`src/hdl/rgb_row_filter_with_mirror_top_macros.svh`:
```
// Assertion macros for the row filter. Both sample on clk and are off during rst.
`ifndef RGB_ROW_FILTER_WITH_MIRROR_TOP_MACROS_SVH
`define RGB_ROW_FILTER_WITH_MIRROR_TOP_MACROS_SVH

`define RRFM_ASSERT_NOW(label, ante, cons, msg) \
  label: assert property (@(posedge clk) disable iff (rst) (ante) |-> (cons)) \
    else $error(msg);

`define RRFM_ASSERT_NEXT(label, ante, cons, msg) \
  label: assert property (@(posedge clk) disable iff (rst) (ante) |=> (cons)) \
    else $error(msg);

`endif

```
`src/hdl/rrfm_pkg.sv`:
```
`timescale 1ns / 1ps
`default_nettype none

package rrfm_pkg;

  localparam int CH_W = 8;
  localparam int RW_W = 7;
  localparam int IDX_W = 3;

  // Division by three as a multiply by a reciprocal; exact for sums below 2048.
  localparam int GREY_RECIP = 683;
  localparam int GREY_SHIFT = 11;
  localparam int SUM_W = CH_W + 2;
  localparam int PROD_W = SUM_W + GREY_SHIFT;

  localparam logic [IDX_W-1:0] CFG_CHAN_LIMIT = 3'd0;
  localparam logic [IDX_W-1:0] CFG_ROW_WIDTH = 3'd1;
  localparam logic [IDX_W-1:0] CFG_GREY_ENABLE = 3'd2;
  localparam logic [IDX_W-1:0] CFG_MIRROR_ENABLE = 3'd3;
  localparam logic [IDX_W-1:0] CFG_NEGATE_MASK = 3'd4;
  localparam logic [IDX_W-1:0] CFG_KEEP_ONLY_MASK = 3'd5;

  typedef struct packed {
    logic [CH_W-1:0] red_in;
    logic [CH_W-1:0] green_in;
    logic [CH_W-1:0] blue_in;
  } pix_in_t;

  typedef struct packed {
    logic [CH_W-1:0] red_out;
    logic [CH_W-1:0] green_out;
    logic [CH_W-1:0] blue_out;
    logic            row_end;
  } pix_out_t;

  typedef struct packed {
    logic [CH_W-1:0] red;
    logic [CH_W-1:0] green;
    logic [CH_W-1:0] blue;
  } pixel_t;

  typedef struct packed {
    logic   mirror;
    logic   last;
    pixel_t px;
  } cmd_t;

  typedef enum logic [1:0] {
    BK_IDLE,
    BK_FETCH,
    BK_WAIT
  } back_state_t;

endpackage

`default_nettype wire

```
`src/hdl/rgb_row_filter_with_mirror_top.sv`:
```
// A pixel passed straight through goes from the command queue into the output register.
// Unmirrored throughput: one word per cycle unless out_stall, set by the queue and output register.
// A mirrored row follows its last pixel; each word is read from RAM in BK_FETCH, output in BK_WAIT.
// Input stalls while a reversed row is read out of the line store.
// Reset (synchronous, active high) clears control and loads register defaults;
// the line store is not cleared and holds no valid bits.
`timescale 1ns / 1ps
`default_nettype none

`include "rgb_row_filter_with_mirror_top_macros.svh"

module rgb_row_filter_with_mirror_top #(
  parameter int MAX_WIDTH = 64,
  parameter int FIFO_DEPTH = 4
) (
  input  wire logic                        clk,
  input  wire logic                        rst,
  input  wire logic                        cfg_valid,
  output logic                             cfg_ready,
  input  wire logic [rrfm_pkg::IDX_W-1:0]  cfg_index,
  input  wire logic [rrfm_pkg::CH_W-1:0]   cfg_data,
  input  wire logic                        in_valid,
  output logic                             in_stall,
  input  wire rrfm_pkg::pix_in_t           in_data,
  output logic                             out_valid,
  input  wire logic                        out_stall,
  output rrfm_pkg::pix_out_t               out_data
);

  import rrfm_pkg::*;

  localparam int CW = (MAX_WIDTH > 1) ? $clog2(MAX_WIDTH) : 1;
  localparam int FIFO_W = $bits(cmd_t) + CW;

  logic              fifo_full;
  logic              fifo_empty;
  logic              push;
  logic              pop;
  cmd_t              front_cmd;
  logic [CW-1:0]     front_col;
  cmd_t              back_cmd;
  logic [CW-1:0]     back_col;
  logic [FIFO_W-1:0] fifo_rd;
  logic              ram_wr_en;
  logic [CW-1:0]     ram_wr_addr;
  pixel_t            ram_wr_data;
  logic [CW-1:0]     ram_rd_addr;
  pixel_t            ram_rd_data;
  logic              back_busy;
  logic              back_done;

  assign cfg_ready = 1'b1;

  rrfm_front #(
    .MAX_WIDTH(MAX_WIDTH)
  ) u_front (
    .clk(clk),
    .rst(rst),
    .cfg_valid(cfg_valid),
    .cfg_index(cfg_index),
    .cfg_data(cfg_data),
    .in_valid(in_valid),
    .in_data(in_data),
    .in_stall(in_stall),
    .fifo_full(fifo_full),
    .back_done(back_done),
    .push(push),
    .cmd(front_cmd),
    .cmd_col(front_col),
    .ram_wr_en(ram_wr_en),
    .ram_wr_addr(ram_wr_addr),
    .ram_wr_data(ram_wr_data)
  );

  rrfm_fifo #(
    .WIDTH(FIFO_W),
    .DEPTH(FIFO_DEPTH)
  ) u_fifo (
    .clk(clk),
    .rst(rst),
    .push(push),
    .wr_data({front_cmd, front_col}),
    .pop(pop),
    .rd_data(fifo_rd),
    .full(fifo_full),
    .empty(fifo_empty)
  );

  assign back_cmd = fifo_rd[FIFO_W-1:CW];
  assign back_col = fifo_rd[CW-1:0];

  rrfm_ram #(
    .WIDTH($bits(pixel_t)),
    .DEPTH(MAX_WIDTH)
  ) u_line_store (
    .clk(clk),
    .wr_en(ram_wr_en),
    .wr_addr(ram_wr_addr),
    .wr_data(ram_wr_data),
    .rd_addr(ram_rd_addr),
    .rd_data(ram_rd_data)
  );

  rrfm_back #(
    .MAX_WIDTH(MAX_WIDTH)
  ) u_back (
    .clk(clk),
    .rst(rst),
    .cmd_valid(!fifo_empty),
    .cmd(back_cmd),
    .cmd_col(back_col),
    .pop(pop),
    .ram_rd_addr(ram_rd_addr),
    .ram_rd_data(ram_rd_data),
    .out_valid(out_valid),
    .out_stall(out_stall),
    .out_data(out_data),
    .busy(back_busy),
    .done(back_done)
  );

  `RRFM_ASSERT_NOW(a_busy_blocks_input, back_busy, in_stall, "input open during row readout")
  `RRFM_ASSERT_NEXT(a_done_ends_row, back_done, out_valid && out_data.row_end,
                    "reversed row finished without row end")
  `RRFM_ASSERT_NOW(a_no_pop_when_empty, pop, !fifo_empty, "command popped from empty queue")

endmodule

`default_nettype wire

```
`src/hdl/rrfm_ram.sv`:
```
`timescale 1ns / 1ps
`default_nettype none

module rrfm_ram #(
  parameter int WIDTH = 24,
  parameter int DEPTH = 64,
  parameter int AW = (DEPTH > 1) ? $clog2(DEPTH) : 1
) (
  input  wire logic             clk,
  input  wire logic             wr_en,
  input  wire logic [AW-1:0]    wr_addr,
  input  wire logic [WIDTH-1:0] wr_data,
  input  wire logic [AW-1:0]    rd_addr,
  output logic      [WIDTH-1:0] rd_data
);

  logic [WIDTH-1:0] mem [DEPTH];

  always_ff @(posedge clk) begin
    if (wr_en) begin
      mem[wr_addr] <= wr_data;
    end
    rd_data <= mem[rd_addr];
  end

endmodule

`default_nettype wire

```
`src/hdl/rrfm_fifo.sv`:
```
`timescale 1ns / 1ps
`default_nettype none

module rrfm_fifo #(
  parameter int WIDTH = 32,
  parameter int DEPTH = 4
) (
  input  wire logic             clk,
  input  wire logic             rst,
  input  wire logic             push,
  input  wire logic [WIDTH-1:0] wr_data,
  input  wire logic             pop,
  output logic      [WIDTH-1:0] rd_data,
  output logic                  full,
  output logic                  empty
);

  localparam int AW = (DEPTH > 1) ? $clog2(DEPTH) : 1;
  localparam int CNT_W = $clog2(DEPTH + 1);

  logic [WIDTH-1:0] slots [DEPTH];
  logic [AW-1:0]    wr_ptr;
  logic [AW-1:0]    rd_ptr;
  logic [CNT_W-1:0] count;

  assign full = (count == CNT_W'(DEPTH));
  assign empty = (count == '0);
  assign rd_data = slots[rd_ptr];

  always_ff @(posedge clk) begin
    if (push) begin
      slots[wr_ptr] <= wr_data;
    end
  end

  always_ff @(posedge clk) begin
    if (rst) begin
      wr_ptr <= '0;
      rd_ptr <= '0;
      count <= '0;
    end else begin
      if (push) begin
        wr_ptr <= (wr_ptr == AW'(DEPTH - 1)) ? '0 : wr_ptr + 1'b1;
      end
      if (pop) begin
        rd_ptr <= (rd_ptr == AW'(DEPTH - 1)) ? '0 : rd_ptr + 1'b1;
      end
      if (push && !pop) begin
        count <= count + 1'b1;
      end else if (pop && !push) begin
        count <= count - 1'b1;
      end
    end
  end

endmodule

`default_nettype wire

```
`src/hdl/rrfm_front.sv`:
```
`timescale 1ns / 1ps
`default_nettype none

module rrfm_front #(
  parameter int MAX_WIDTH = 64,
  parameter int CW = (MAX_WIDTH > 1) ? $clog2(MAX_WIDTH) : 1
) (
  input  wire logic                            clk,
  input  wire logic                            rst,
  input  wire logic                            cfg_valid,
  input  wire logic [rrfm_pkg::IDX_W-1:0]      cfg_index,
  input  wire logic [rrfm_pkg::CH_W-1:0]       cfg_data,
  input  wire logic                            in_valid,
  input  wire rrfm_pkg::pix_in_t               in_data,
  output logic                                 in_stall,
  input  wire logic                            fifo_full,
  input  wire logic                            back_done,
  output logic                                 push,
  output rrfm_pkg::cmd_t                       cmd,
  output logic      [CW-1:0]                   cmd_col,
  output logic                                 ram_wr_en,
  output logic      [CW-1:0]                   ram_wr_addr,
  output rrfm_pkg::pixel_t                     ram_wr_data
);

  import rrfm_pkg::*;

  logic [CH_W-1:0] chan_limit;
  logic [RW_W-1:0] row_width;
  logic            grey_enable;
  logic            mirror_enable;
  logic [2:0]      negate_mask;
  logic [2:0]      keep_only_mask;

  logic [CW-1:0]   col;
  logic [CW-1:0]   col_next;
  logic            mirror_pend;
  logic            accept;
  logic            last;
  logic [RW_W-1:0] eff_width;

  logic [SUM_W-1:0]  sum;
  logic [PROD_W-1:0] prod;
  logic [CH_W-1:0]   avg;
  pixel_t            grey_px;
  pixel_t            neg_px;
  pixel_t            proc_px;

  function automatic logic [CH_W-1:0] negate(input logic [CH_W-1:0] v,
                                             input logic [CH_W-1:0] cmax);
    return (v > cmax) ? '0 : cmax - v;
  endfunction

  always_ff @(posedge clk) begin
    if (rst) begin
      chan_limit <= '1;
      row_width <= RW_W'(64);
      grey_enable <= 1'b0;
      mirror_enable <= 1'b0;
      negate_mask <= '0;
      keep_only_mask <= '0;
    end else if (cfg_valid) begin
      unique case (cfg_index)
        CFG_CHAN_LIMIT: chan_limit <= cfg_data;
        CFG_ROW_WIDTH: row_width <= cfg_data[RW_W-1:0];
        CFG_GREY_ENABLE: grey_enable <= cfg_data[0];
        CFG_MIRROR_ENABLE: mirror_enable <= cfg_data[0];
        CFG_NEGATE_MASK: negate_mask <= cfg_data[2:0];
        CFG_KEEP_ONLY_MASK: keep_only_mask <= cfg_data[2:0];
        default: begin
        end
      endcase
    end
  end

  always_comb begin
    sum = SUM_W'(in_data.red_in) + SUM_W'(in_data.green_in) + SUM_W'(in_data.blue_in);
    prod = PROD_W'(sum) * PROD_W'(GREY_RECIP);
    avg = prod[GREY_SHIFT +: CH_W];
    if (grey_enable) begin
      grey_px = '{red: avg, green: avg, blue: avg};
    end else begin
      grey_px = '{red: in_data.red_in, green: in_data.green_in, blue: in_data.blue_in};
    end
    neg_px.red = negate_mask[0] ? negate(grey_px.red, chan_limit) : grey_px.red;
    neg_px.green = negate_mask[1] ? negate(grey_px.green, chan_limit) : grey_px.green;
    neg_px.blue = negate_mask[2] ? negate(grey_px.blue, chan_limit) : grey_px.blue;
    proc_px.red = (|(keep_only_mask & 3'b110)) ? '0 : neg_px.red;
    proc_px.green = (|(keep_only_mask & 3'b101)) ? '0 : neg_px.green;
    proc_px.blue = (|(keep_only_mask & 3'b011)) ? '0 : neg_px.blue;
  end

  always_comb begin
    priority if (row_width == '0) begin
      eff_width = RW_W'(1);
    end else if (row_width > RW_W'(MAX_WIDTH)) begin
      eff_width = RW_W'(MAX_WIDTH);
    end else begin
      eff_width = row_width;
    end
    last = (RW_W'(col) >= eff_width - RW_W'(1));
    col_next = last ? '0 : col + 1'b1;
  end

  assign in_stall = fifo_full || mirror_pend;
  assign accept = in_valid && !in_stall;

  assign push = accept && (!mirror_enable || last);
  assign cmd = '{mirror: mirror_enable, last: last, px: proc_px};
  assign cmd_col = col;

  assign ram_wr_en = accept;
  assign ram_wr_addr = col;
  assign ram_wr_data = proc_px;

  // A pending reversed row blocks input so the line store is not overwritten.
  always_ff @(posedge clk) begin
    if (rst) begin
      col <= '0;
      mirror_pend <= 1'b0;
    end else begin
      if (accept) begin
        col <= col_next;
      end
      if (back_done) begin
        mirror_pend <= 1'b0;
      end else if (push && mirror_enable) begin
        mirror_pend <= 1'b1;
      end
    end
  end

endmodule

`default_nettype wire

```
`src/hdl/rrfm_back.sv`:
```
`timescale 1ns / 1ps
`default_nettype none

module rrfm_back #(
  parameter int MAX_WIDTH = 64,
  parameter int CW = (MAX_WIDTH > 1) ? $clog2(MAX_WIDTH) : 1
) (
  input  wire logic               clk,
  input  wire logic               rst,
  input  wire logic               cmd_valid,
  input  wire rrfm_pkg::cmd_t     cmd,
  input  wire logic [CW-1:0]      cmd_col,
  output logic                    pop,
  output logic      [CW-1:0]      ram_rd_addr,
  input  wire rrfm_pkg::pixel_t   ram_rd_data,
  output logic                    out_valid,
  input  wire logic               out_stall,
  output rrfm_pkg::pix_out_t      out_data,
  output logic                    busy,
  output logic                    done
);

  import rrfm_pkg::*;

  back_state_t   state;
  back_state_t   state_next;
  logic [CW-1:0] idx;
  logic          out_free;
  logic          load_direct;
  logic          load_ram;
  logic          start_row;

  assign out_free = !out_valid || !out_stall;
  assign ram_rd_addr = idx;

  always_comb begin
    state_next = state;
    unique case (state)
      BK_IDLE: begin
        if (cmd_valid && cmd.mirror) begin
          state_next = BK_FETCH;
        end
      end
      BK_FETCH: state_next = BK_WAIT;
      BK_WAIT: begin
        if (out_free) begin
          state_next = (idx == '0) ? BK_IDLE : BK_FETCH;
        end
      end
      default: state_next = BK_IDLE;
    endcase
  end

  always_comb begin
    start_row = (state == BK_IDLE) && cmd_valid && cmd.mirror;
    load_direct = (state == BK_IDLE) && cmd_valid && !cmd.mirror && out_free;
    load_ram = (state == BK_WAIT) && out_free;
    pop = start_row || load_direct;
    done = load_ram && (idx == '0);
    busy = (state != BK_IDLE);
  end

  always_ff @(posedge clk) begin
    if (rst) begin
      state <= BK_IDLE;
      out_valid <= 1'b0;
    end else begin
      state <= state_next;
      if (load_direct || load_ram) begin
        out_valid <= 1'b1;
      end else if (!out_stall) begin
        out_valid <= 1'b0;
      end
    end
  end

  always_ff @(posedge clk) begin
    if (start_row) begin
      idx <= cmd_col;
    end else if (load_ram && idx != '0) begin
      idx <= idx - 1'b1;
    end
    if (load_direct) begin
      out_data <= '{red_out: cmd.px.red, green_out: cmd.px.green,
                    blue_out: cmd.px.blue, row_end: cmd.last};
    end else if (load_ram) begin
      out_data <= '{red_out: ram_rd_data.red, green_out: ram_rd_data.green,
                    blue_out: ram_rd_data.blue, row_end: (idx == '0)};
    end
  end

endmodule

`default_nettype wire

```
`config.mk`:
```
export PLATFORM = sky130hd
export DESIGN_NAME = rgb_row_filter_with_mirror_top
export DESIGN_NICKNAME = d
export VERILOG_FILES = /design/src/hdl/rrfm_pkg.sv /design/src/hdl/rgb_row_filter_with_mirror_top.sv /design/src/hdl/rrfm_ram.sv /design/src/hdl/rrfm_fifo.sv /design/src/hdl/rrfm_front.sv /design/src/hdl/rrfm_back.sv
export VERILOG_INCLUDE_DIRS = /design/src /design/src/hdl
export SDC_FILE = /design/constraint.sdc
export NUM_CORES = 2
export LEC_CHECK = 0
export ABC_CLOCK_PERIOD_IN_PS = 18700
export BUFFER_PORTS_ARGS = -buffer_cell sky130_fd_sc_hd__buf_2
export CAP_MARGIN = 10
export CORE_MARGIN = 10
export CORE_UTILIZATION = 39
export DETAILED_ROUTE_END_ITERATION = 7
export PLACE_DENSITY = 0.65
export SETUP_SLACK_MARGIN = 0.3
export SLEW_MARGIN = 30
export SYNTH_ARGS = -nofsm -noshare
export SYNTH_HDL_FRONTEND = slang
export SYNTH_SLANG_ARGS = --single-unit
export TNS_END_PERCENT = 20
```
`constraint.sdc`:
```
create_clock -name clk -period 18.7 [get_ports clk]
set_clock_uncertainty 0.2 [all_clocks]
set_input_delay 2.805 -clock clk [delete_from_list [all_inputs] [get_ports clk]]
set_output_delay 2.805 -clock clk [all_outputs]
set_load 0.005 [all_outputs]
```
==> results.cfg <==
[global_route]
overflow = 0
grt_pass1_vias = 38420
grt_pass1_wl_um = 262400
grt_util_all_layers_pct = 17.74
antenna_found_initial = 4
grt_max_degree = 114

[setup_path]
crit_fanout = 68
crit_top_cell = ha_1
cp-start-kind = primary input
crit_arrival_ps = 12750
critical_path.max_stage_delay_ps = 600
end_kind = flip-flop
criticalPathCategory = in -> reg
slowest_stage = buf_4
crit_required_ps = 19000
rrSetupSlack_ps = 12670

[drt]
avgViaCountPerCell = 5.679
drt_iter0_drc = 4084
firstDrtPassIters = 5
remaining_drc_errors = 0
ant_nets = 0
routed_wl_um = 181500
wire_per_inst_um = 26.75
vias = 38530

[synthesis]
ys.flop_type = edfxtp_1
async_reset_ff_share_pct = 0
yosys_register_bits = 1761
synth_edf_count = 1695
synth.distinct_cells = 71
yosysSeqAreaShare_pct = 72.95
synth_area_um2 = 71580
synth_fp_nets = 4195
syn_area_per_cell_um2 = 17.84
syn_inst = 4013
yosysWarnings = 0

[timing]
rsz0062_at_grt = false
drv_slew = 0
tns_ps = 0
finalSetupViolations = 0
setup_ws_ps = 6250
fmaxAchievable_mhz = 80.32
slew_headroom_pct = 24.96
period_needed_ps = 12450
min_period_over_period_pct = 66.58
tightest_slew_ps = 1119
hold_viol = 0

[power_and_ir_drop]
vdd_drop_max_mv = 0.2020
power_leakage_nw = 26.95
pwr_density_cell_nw_per_um2 = 163.9

[final_layout]
mostFrequentLayoutCells = edfxtp_1 (1695), mux2i_1 (316), a21oi_1 (278)
layout_commonest_cell = edfxtp_1
drive_gt1_share_pct = 20.99
layout.nets = 4355
syn_to_final_growth_pct = 13.95
final_core_util_pct = 44.60

[floorplan]
row_count = 157
die-width_um = 448.4
io_pins = 68
start_util_pct = 39.14
coreArea_um2 = 182900
die_area_um2 = 201100
die_height_um = 448.4

[placement]
place.gp.congestion = 0.8189
dp_slack_ps = 5507
dp_hpwl_um = 98180
io_buffers = 66

[hold_path]
hp-class = reg -> reg

[clock_tree]
h-tree-depth = 4
cts_tree = done
cts-root-buf = clkbuf_16
cts.clk_slew.worst_paths_ps = 60
clk_latency_ps = 810
holdBufCountCts = 0
cts_resized = 0
cts_buffers = 167
cts_sinks = 1761
cts_buffer_depth = 3
post_cts_buffers = 0

[outcome]
status = completed

[job]
cap_viol_max_count = 0
==> sequential cells by signal, summed over array words and instances (netlist names), named ones only <==
signal and count:
u_front.chan_limit 8, u_fifo.slots 128, u_back.state 2, u_back.out_data 25, u_front.grey_enable 1, u_fifo.wr_ptr 2, u_front.mirror_pend 1, u_fifo.rd_ptr 2
u_back.ram_rd_addr 6, u_front.negate_mask 3, u_front.mirror_enable 1, u_front.cmd_col 6, u_front.keep_only_mask 3, u_line_store.mem 1536, u_back.out_valid 1, u_fifo.count 3
u_front.row_width 7, u_line_store.rd_data 24
==> final timing paths <==
check                                                 startpoint                                 to  cells after the start
worst max register to register   u_back.ram_rd_addr[0]$_DFFE_PP_    u_line_store.rd_data[4]$_DFF_P_                     12
worst max-delay path                                  in_data[9]  u_line_store.mem[62][3]$_DFFE_PP_                     43
worst min-delay path            u_front.mirror_pend$_SDFFE_PP0P_   u_front.mirror_pend$_SDFFE_PP0P_                      1
worst min register to register  u_front.mirror_pend$_SDFFE_PP0P_   u_front.mirror_pend$_SDFFE_PP0P_                      1
==> through the flow <==
step                std cells  hold WS, ps  total power [mW]  area [um2]
global placement         6449        254.9             10.03       75660
detailed placement       6466        261.9             10.07       76080
CTS                      6778        276.4             13.43       81500
floorplan                4013        241.5             8.323       71580
finish                   6785        273.3             13.37       81570
global route             6781        324.7             14.02       81560
==> critical path: cells and delay by family <==
family | cells | cell delay, ps
multiplexers | 1 | 390
adder cells (fa/ha/maj) | 10 | 3600
AND/OR/NAND/NOR | 4 | 930
AO/OA/AOI/OAI | 17 | 2990
XOR/XNOR | 3 | 730
buffers and inverters | 8 | 1220
==> synthesized netlist by cell type, types with 35 or more instances <==
cell type / count / area share (%)
mux2_2: 121 / 1.9
nand2_1: 45 / 0.24
inv_1: 86 / 0.45
mux2i_1: 316 / 4.4
dfxtp_1: 66 / 1.8
a21oi_1: 278 / 1.9
nor3_1: 77 / 0.54
o21ai_0: 134 / 0.94
buf_1: 35 / 0.18
mux4_2: 224 / 7.0
o221ai_1: 100 / 1.2
ha_1: 117 / 2.0
clkbuf_1: 109 / 0.57
nor2_1: 173 / 0.91
o22ai_1: 100 / 0.87
buf_2: 69 / 0.48
edfxtp_1: 1695 / 71
==> cell type report <==
type	count	area [um2]
Inverter	89	335.3
Tap cell	2464	3083
Timing Repair Buffer	207	1749
Clock inverter	111	1082
Antenna cell	5	12.51
Fill cell	15530	101300
Sequential cell	1761	52220
Clock buffer	201	4338
Multi-Input combinational cell	1947	18750
==> layer usage <==
layer / vias up / share of wire (%) / global-route usage (%) / wire length, um
met3: 315 / 7.1 / 2.664 / 12900
met2: 1546 / 47 / 28.44 / 86100
met1: 20120 / 42 / 24.37 / 75580
met5: - / 0 / 0 / 0
met4: 0 / 3.8 / 7.018 / 6939
li1: 16550 / - / - / -
==> cell families (layout without fill, tap and decap cells) <==
kind of cell               after synthesis  count (layout)  synth area share (%)
DFF                                   1761            1761                 72.95
muxes                                  661             661                 13.37
adders and majority gates              142             142                 2.744
xor gates and xnor gates                42              42                0.5348
AOI/OAI and AO/OA                      720             720                 6.177
and+or+nand+nor                        381             381                 2.484
other                                    1               6              0.005239
buffers and inverters                  305             608                 1.737
==> where the power goes <==
part	leakage [nW]	total, mW	switching [mW]	internal (mW)
logic	8.40	5.19	3.30	1.89
registers	15.9	4.82	0.0498	4.77
clock network	2.65	3.36	1.46	1.90
(Power assumes the default switching activity.)
